==> src/sv/indent_dedent_tracker_core_assert.svh <==
// Assertion macros shared by the indentation tracker RTL.
`ifndef INDENT_DEDENT_TRACKER_CORE_ASSERT_SVH
`define INDENT_DEDENT_TRACKER_CORE_ASSERT_SVH

// Same-cycle implication, checked outside reset.
`define IDT_ASSERT_IMP(name, clk, rstn, ante, cons) \
	name: assert property (@(posedge clk) disable iff (!(rstn)) (ante) |-> (cons)) \
		else $error("indent tracker check failed");

// Next-cycle implication, checked outside reset.
`define IDT_ASSERT_NXT(name, clk, rstn, ante, cons) \
	name: assert property (@(posedge clk) disable iff (!(rstn)) (ante) |=> (cons)) \
		else $error("indent tracker check failed");

`endif

==> src/sv/idt_pkg.sv <==
// Types and constants shared by the indentation tracker modules.
`default_nettype none

package idt_pkg;

	localparam int LEVEL_BITS = 12;
	localparam int IN_COL_BITS = 12;

	typedef enum logic [1:0] {
		KIND_INDENT = 2'd0,
		KIND_DEDENT = 2'd1,
		KIND_ERROR  = 2'd2
	} token_kind_t;

	typedef enum logic [1:0] {
		ERR_NONE     = 2'd0,
		ERR_DEPTH    = 2'd1,
		ERR_MISMATCH = 2'd2
	} error_code_t;

	typedef enum logic [1:0] {
		ST_IDLE,
		ST_POP_RD,
		ST_POP_WR,
		ST_ERR_OUT
	} state_t;

	typedef struct packed {
		logic                  last;
		logic [LEVEL_BITS-1:0] level;
		error_code_t           code;
		token_kind_t           kind;
	} result_t;

endpackage

`default_nettype wire

==> src/sv/idt_stack_ram.sv <==
// Column stack storage: one write port, one registered read port.
`default_nettype none

module idt_stack_ram #(
	parameter int DEPTH = 64,
	parameter int WIDTH = 12
) (
	input  wire logic                     clk,
	input  wire logic                     wr_en,
	input  wire logic [$clog2(DEPTH)-1:0] wr_addr,
	input  wire logic [WIDTH-1:0]         wr_data,
	input  wire logic                     rd_en,
	input  wire logic [$clog2(DEPTH)-1:0] rd_addr,
	output logic      [WIDTH-1:0]         rd_data
);

	logic [WIDTH-1:0] mem [DEPTH];

	always_ff @(posedge clk) begin
		if (wr_en) begin
			mem[wr_addr] <= wr_data;
		end
	end

	// Read data holds until the next read, so a stalled consumer sees it stable.
	always_ff @(posedge clk) begin
		if (rd_en) begin
			rd_data <= mem[rd_addr];
		end
	end

endmodule

`default_nettype wire

==> src/sv/idt_ctrl.sv <==
// Indentation tracker sequencer: compares, pushes, pops and forms results.
`default_nettype none

`include "indent_dedent_tracker_core_assert.svh"

module idt_ctrl #(
	parameter int STACK_DEPTH = 64,
	parameter int COLUMN_BITS = 12
) (
	input  wire logic                          clk,
	input  wire logic                          arst_n,
	input  wire logic                          in_valid,
	output logic                               in_ready,
	input  wire logic [idt_pkg::IN_COL_BITS-1:0] in_col,
	input  wire logic                          in_skip,
	output logic                               out_valid,
	input  wire logic                          out_ready,
	output idt_pkg::result_t                   out_res,
	output logic                               mem_wr_en,
	output logic [$clog2(STACK_DEPTH)-1:0]     mem_wr_addr,
	output logic [COLUMN_BITS-1:0]             mem_wr_data,
	output logic                               mem_rd_en,
	output logic [$clog2(STACK_DEPTH)-1:0]     mem_rd_addr,
	input  wire logic [COLUMN_BITS-1:0]        mem_rd_data
);

	import idt_pkg::*;

	localparam int AW = $clog2(STACK_DEPTH);
	localparam int CW = $clog2(STACK_DEPTH + 1);

	state_t                 state_q, state_d;
	logic [CW-1:0]          count_q, count_d;
	logic [COLUMN_BITS-1:0] top_q, top_d;
	logic [COLUMN_BITS-1:0] col_q, col_d;
	logic                   failed_q, failed_d;
	logic                   out_valid_q, out_valid_d;
	result_t                out_res_q, out_res_d;

	logic                   out_free;
	logic [COLUMN_BITS-1:0] col_in;
	logic [CW-1:0]          count_m2;
	logic [COLUMN_BITS-1:0] below_top;

	assign col_in   = COLUMN_BITS'(in_col);
	assign count_m2 = count_q - CW'(2);
	assign out_free = !out_valid_q || out_ready;
	// Entry zero is never written; it always stands for column zero.
	assign below_top = (count_q == CW'(2)) ? '0 : mem_rd_data;

	assign mem_wr_addr = count_q[AW-1:0];
	assign mem_wr_data = col_in;
	assign mem_rd_addr = count_m2[AW-1:0];

	assign in_ready  = (state_q == ST_IDLE) && out_free;
	assign out_valid = out_valid_q;
	assign out_res   = out_res_q;

	always_comb begin
		state_d     = state_q;
		count_d     = count_q;
		top_d       = top_q;
		col_d       = col_q;
		failed_d    = failed_q;
		out_valid_d = out_valid_q && !out_ready;
		out_res_d   = out_res_q;
		mem_wr_en   = 1'b0;
		mem_rd_en   = 1'b0;

		unique case (state_q)
			ST_IDLE: begin
				if (in_valid && in_ready) begin
					if (failed_q) begin
						out_valid_d = 1'b1;
						out_res_d   = '{last: 1'b1, level: LEVEL_BITS'(top_q),
							code: ERR_NONE, kind: KIND_ERROR};
					end else if (!in_skip) begin
						if (col_in > top_q) begin
							out_valid_d = 1'b1;
							if (count_q == CW'(STACK_DEPTH)) begin
								failed_d  = 1'b1;
								out_res_d = '{last: 1'b1, level: LEVEL_BITS'(top_q),
									code: ERR_DEPTH, kind: KIND_ERROR};
							end else begin
								mem_wr_en = 1'b1;
								count_d   = count_q + CW'(1);
								top_d     = col_in;
								out_res_d = '{last: 1'b1, level: LEVEL_BITS'(col_in),
									code: ERR_NONE, kind: KIND_INDENT};
							end
						end else if (col_in < top_q) begin
							col_d   = col_in;
							state_d = ST_POP_RD;
						end
					end
				end
			end
			ST_POP_RD: begin
				mem_rd_en = 1'b1;
				state_d   = ST_POP_WR;
			end
			ST_POP_WR: begin
				if (out_free) begin
					count_d     = count_q - CW'(1);
					top_d       = below_top;
					out_valid_d = 1'b1;
					out_res_d   = '{last: 1'b0, level: LEVEL_BITS'(below_top),
						code: ERR_NONE, kind: KIND_DEDENT};
					if (below_top > col_q) begin
						state_d = ST_POP_RD;
					end else if (below_top == col_q) begin
						out_res_d.last = 1'b1;
						state_d        = ST_IDLE;
					end else begin
						state_d = ST_ERR_OUT;
					end
				end
			end
			ST_ERR_OUT: begin
				if (out_free) begin
					failed_d    = 1'b1;
					out_valid_d = 1'b1;
					out_res_d   = '{last: 1'b1, level: LEVEL_BITS'(top_q),
						code: ERR_MISMATCH, kind: KIND_ERROR};
					state_d     = ST_IDLE;
				end
			end
			default: begin
				state_d = ST_IDLE;
			end
		endcase
	end

	always_ff @(posedge clk or negedge arst_n) begin
		if (!arst_n) begin
			state_q     <= ST_IDLE;
			count_q     <= CW'(1);
			top_q       <= '0;
			failed_q    <= 1'b0;
			out_valid_q <= 1'b0;
		end else begin
			state_q     <= state_d;
			count_q     <= count_d;
			top_q       <= top_d;
			failed_q    <= failed_d;
			out_valid_q <= out_valid_d;
		end
	end

	always_ff @(posedge clk) begin
		col_q     <= col_d;
		out_res_q <= out_res_d;
	end

	`IDT_ASSERT_IMP(a_count_range, clk, arst_n, 1'b1,
		(count_q != '0) && (count_q <= CW'(STACK_DEPTH)))
	`IDT_ASSERT_IMP(a_pop_only_deeper, clk, arst_n, state_q == ST_POP_RD,
		(top_q > col_q) && (count_q > CW'(1)))
	`IDT_ASSERT_NXT(a_failed_sticks, clk, arst_n, failed_q, failed_q)
	`IDT_ASSERT_NXT(a_halted_answers_error, clk, arst_n,
		in_valid && in_ready && failed_q,
		out_valid_q && (out_res_q.kind == KIND_ERROR) && out_res_q.last)

endmodule

`default_nettype wire

==> src/sv/indent_dedent_tracker_core.sv <==
// Top level of the offside-rule indentation tracker with stream ports.
`default_nettype none

// Offside-rule indentation tracker. Each input item is one source line: the
// count of leading spaces in s_tdata and a skip flag in s_tuser for blank,
// comment or end-of-text lines. The block keeps a stack of open indentation
// columns (bottom column zero) in a synchronous memory and emits indent,
// dedent and error results on the master side, one result per output item,
// with m_tlast set on the final result caused by an input item. After any
// error every later input item is answered by a single error result until
// reset. A push, a depth error or a halted answer is registered as its line
// is accepted; skipped and equal lines issue no result. Each dedent pops one
// column: ST_POP_RD reads the column below from the stack memory and
// ST_POP_WR, waiting for a free output register, takes it as the new top. A
// trailing mismatch error comes from ST_ERR_OUT. A new input item is
// accepted only when the previous one has issued all its results and the
// output register is empty or hands its item over in that same cycle, so a
// stalled master side also holds off the slave side. Reset needs no
// clearing pass: stack entry zero is never stored and always reads as zero.
module indent_dedent_tracker_core #(
	parameter int STACK_DEPTH = 64,
	parameter int COLUMN_BITS = 12
) (
	input  wire logic        clk,
	input  wire logic        arst_n,
	input  wire logic        s_tvalid,
	output logic             s_tready,
	input  wire logic [15:0] s_tdata,  // [11:0] indent_columns, [15:12] zero
	input  wire logic [0:0]  s_tuser,  // [0] skip_line
	output logic             m_tvalid,
	input  wire logic        m_tready,
	output logic [15:0]      m_tdata,  // [1:0] error_code, [13:2] level_after, [15:14] zero
	output logic [1:0]       m_tuser,  // [1:0] token_kind
	output logic             m_tlast
);

	import idt_pkg::*;

	localparam int AW = $clog2(STACK_DEPTH);

	result_t                res;
	logic                   wr_en;
	logic [AW-1:0]          wr_addr;
	logic [COLUMN_BITS-1:0] wr_data;
	logic                   rd_en;
	logic [AW-1:0]          rd_addr;
	logic [COLUMN_BITS-1:0] rd_data;

	idt_ctrl #(
		.STACK_DEPTH (STACK_DEPTH),
		.COLUMN_BITS (COLUMN_BITS)
	) u_ctrl (
		.clk         (clk),
		.arst_n      (arst_n),
		.in_valid    (s_tvalid),
		.in_ready    (s_tready),
		.in_col      (s_tdata[IN_COL_BITS-1:0]),
		.in_skip     (s_tuser[0]),
		.out_valid   (m_tvalid),
		.out_ready   (m_tready),
		.out_res     (res),
		.mem_wr_en   (wr_en),
		.mem_wr_addr (wr_addr),
		.mem_wr_data (wr_data),
		.mem_rd_en   (rd_en),
		.mem_rd_addr (rd_addr),
		.mem_rd_data (rd_data)
	);

	idt_stack_ram #(
		.DEPTH (STACK_DEPTH),
		.WIDTH (COLUMN_BITS)
	) u_stack (
		.clk     (clk),
		.wr_en   (wr_en),
		.wr_addr (wr_addr),
		.wr_data (wr_data),
		.rd_en   (rd_en),
		.rd_addr (rd_addr),
		.rd_data (rd_data)
	);

	// Pack the result: the kind rides in tuser, the code and level in tdata.
	assign m_tdata = {2'b00, res.level, res.code};
	assign m_tuser = res.kind;
	assign m_tlast = res.last;

endmodule

`default_nettype wire

==> config.mk <==
export PLATFORM = sky130hd
export DESIGN_NAME = indent_dedent_tracker_core
export DESIGN_NICKNAME = d
export VERILOG_FILES = /design/src/sv/idt_pkg.sv /design/src/sv/idt_stack_ram.sv /design/src/sv/idt_ctrl.sv /design/src/sv/indent_dedent_tracker_core.sv
export VERILOG_INCLUDE_DIRS = /design/src /design/src/sv
export SDC_FILE = /design/constraint.sdc
export NUM_CORES = 1
export LEC_CHECK = 0
export BUFFER_PORTS_ARGS = -buffer_cell sky130_fd_sc_hd__buf_2
export CORE_UTILIZATION = 55
export DETAILED_ROUTE_END_ITERATION = 8
export PLACE_DENSITY = 0.71
export SLEW_MARGIN = 20
export SYNTH_ARGS = -nofsm -noshare
export SYNTH_HDL_FRONTEND = slang
export SYNTH_SLANG_ARGS = --single-unit
==> constraint.sdc <==
create_clock -name clk -period 7.4 [get_ports clk]
set_input_delay 0 -clock clk [delete_from_list [all_inputs] [get_ports clk]]
set_output_delay 0 -clock clk [all_outputs]
set_load 0.05 [all_outputs]
==> results.sh <==
export IMPL_outcome="finished, final reports clean"
export IMPL_die_h_um=248
export IMPL_fin_nets=1769
export IMPL_numPlacedInstances=2386
export IMPL_syn_to_final_growth_pct=12.3
export IMPL_cp_end_kind="register"
export IMPL_antennaDiodeCount=0
export IMPL_grt_max_degree=69
export IMPL_num_io_pins=42
export IMPL_synth_area_top_cells="edfxtp_1, mux4_2, dfrtp_1, mux2i_1, ha_1"
export IMPL_pwr_density_cell_nw_per_um2=387
export IMPL_htreeDepth=3
export IMPL_place_ws_ps=2570
export IMPL_routed_wl_um=72700
export IMPL_clk_latency_ps=640
export IMPL_seq_area_frac_synth=0.746
export IMPL_grt_use_met2=0.372
export IMPL_arrival_ps=5040
export IMPL_use_met3=0.0588
export IMPL_rows=89
export IMPL_ys_warn_count=0
export IMPL_crit_fanout=12
export IMPL_synth_most_common_cell="edfxtp_1"
export IMPL_cpPeakStageDelay_ps=1230
export IMPL_netlist_area_um2=33300
export IMPL_holdPathEnd="u_ctrl.state_q[0]"
export IMPL_num_vias=16200
export IMPL_final_util=0.629
export IMPL_hpwl_um=43700
export IMPL_finalMaxSlewViolations=0
export IMPL_first_iter_violations=1513
export IMPL_dpl_cell_area_um2=34500
export IMPL_fin_total_pwr_mw=14.5
export IMPL_synth_top_area_frac=0.729
export IMPL_worstSetupPathType="register to register"
export IMPL_io_buffers=35
export IMPL_drive_gt1_frac=0.273
export IMPL_cts_buffer_depth=3
export IMPL_vias_per_cell=6.36
export IMPL_die_w_um=248
export IMPL_hold_path_depth=5
export IMPL_cp_required_ps=7640
export IMPL_core_um2=59500
export IMPL_slowest_stage="nor2_1"
export IMPL_cts_root_buf="clkbuf_16"
export IMPL_reg2reg_depth=8
export IMPL_fin_area_um2=37400
export IMPL_ant_nets=0
export IMPL_synthArstFlopShare=0.0276
export IMPL_post_route_min_period_ps=4800
export IMPL_cts_repair_resized=0
export IMPL_yosysTopAreaCell="edfxtp_1"
export IMPL_critPathLaunchType="register"
export IMPL_gp_congestion=0.978
export IMPL_ctsHoldBuffers=14
export IMPL_min_from="s_tuser"
export IMPL_relSlewSlack=0.241
export IMPL_grtUsageTotal=0.245
export IMPL_r2r_start="u_ctrl.top_q[10]"
export IMPL_cts_num_sinks=832
export IMPL_synth_edf_count=809
export IMPL_ys_ff_latch=832
export IMPL_r2r_end="u_stack.mem[19][2]"
export IMPL_start_util=0.561
export IMPL_netlist_instances=1617
export IMPL_cts_buffers=83
export IMPL_dr_pass1_iters=5
export IMPL_grt_remaining_overflow=0
export IMPL_leakage_nw=12.1
export IMPL_peakVddDrop_uv=233
export IMPL_synth_distinct_cells=56
export IMPL_rsz0062_at_grt="no"
export IMPL_tns_ps=0
export IMPL_min_path_type="primary input to register"
export IMPL_ff2ff_setup_slack_ps=2600
export IMPL_die_area_um2=61600
export IMPL_grt_pass1_wl_um=107000
export IMPL_wire_per_inst_um=28.5
export IMPL_grt_antenna_before_repair=1
export IMPL_tritoncts="built"
export IMPL_synth_ff_type="edfxtp_1"
export IMPL_gr_max_usage_layer="met2"
export IMPL_use_met1=0.350
export IMPL_tightestPinTransition_ps=1130
export IMPL_hold_ws_ps=64.8
export IMPL_worst_slack_ps=2600
export IMPL_grt_pass1_vias=16300
export IMPL_setup_viol=0
export IMPL_cts_setup_buffers=0
export IMPL_finalHoldViolations=0
export IMPL_fin_crit_sh=0.649
export IMPL_avgSynthCellArea_um2=20.6
export IMPL_drt_drc_violations_left=0
export IMPL_fin_cells=2550
export IMPL_cap_violations=0
export IMPL_clk_pin_slew_ps=60
export IMPL_worstPathCellList="inv_1 -> ha_1 -> and4_1 -> and2_1 -> a21boi_0 -> o31a_1 -> nand4_1 -> nor2_1"
export IMPL_max_clock_freq_mhz=208
export IMPL_ys_top_cells_by_count="edfxtp_1, mux4_2, nor2_1"
export IMPL_clock_skew_ps=30.5
[worst max-delay path, delay by kind of cell, from the launching register on]
family | cells | cell delay [ps]
compound gates | 2 | 1040
flops | 1 | 350
fa+ha+maj | 1 | 300
buf+inv | 1 | 60
simple gates | 4 | 2640
[sequential cells by signal, indices dropped and copies added (netlist names)]
signal	cells
u_ctrl.out_res	17
u_stack.rd_data	12
u_stack.mem	768
u_ctrl.top_q	12
u_ctrl.col_q	12
u_ctrl.state_q	2
u_ctrl.out_valid	1
u_ctrl.count_q	7
u_ctrl.failed_q	1
[cells in the final DEF, fill, tap and decap left out, types with 29 or more instances in the layout]
| cell type | n |
|---|---|
| a21oi_1 | 29 |
| buf_2 | 35 |
| buf_4 | 45 |
| clkbuf_16 | 87 |
| edfxtp_1 | 809 |
| ha_1 | 34 |
| inv_1 | 34 |
| mux2i_1 | 51 |
| mux4_2 | 203 |
| nor2_1 | 46 |
| nor2_2 | 46 |
| nor3_1 | 29 |
[cells by family after synthesis]
family          share of synthesized area
other cells                      0.000112
mux                                 0.162
buf+inv                            0.0162
simple gates                       0.0358
compound gates                     0.0249
fa+ha+maj                          0.0134
xor+xnor                          0.00184
flops                               0.746
[worst max-delay path by stage]
stage / from / endpoint
after floorplan: u_ctrl.count_q[1] / u_stack.rd_data[1]
after global placement: s_tdata[7] / u_stack.mem[35][7]
after detailed placement: s_tdata[7] / u_stack.mem[51][3]
after CTS: u_ctrl.top_q[10] / u_stack.mem[51][7]
after global routing: u_ctrl.top_q[10] / u_stack.mem[19][2]
final: u_ctrl.top_q[10] / u_stack.mem[19][2]
[report_power, final]
| part | internal, mW | switching (mW) |
|---|---|---|
| Clock | 2.45 | 1.72 |
| Sequential | 5.41 | 0.257 |
| Combinational | 1.99 | 2.66 |
| Total | 9.86 | 4.64 |
[cell type report]
cell class                      count  area (um^2)
Fill cell                        3980        22000
Inverter                           34          128
Clock buffer                      103         2240
Multi-Input combinational cell    667         8080
Tap cell                          773          967
Sequential cell                   832        24900
Timing Repair Buffer               95          691
Clock inverter                     46          453
[metal layers]
metal	vias to the layer above	share of wire
met1	8555	0.41
met2	674	0.47
li1	6892	-
met3	108	0.083
met4	0	0.032
met5	-	0
No activity file was read; power rests on OpenSTA's default activity.
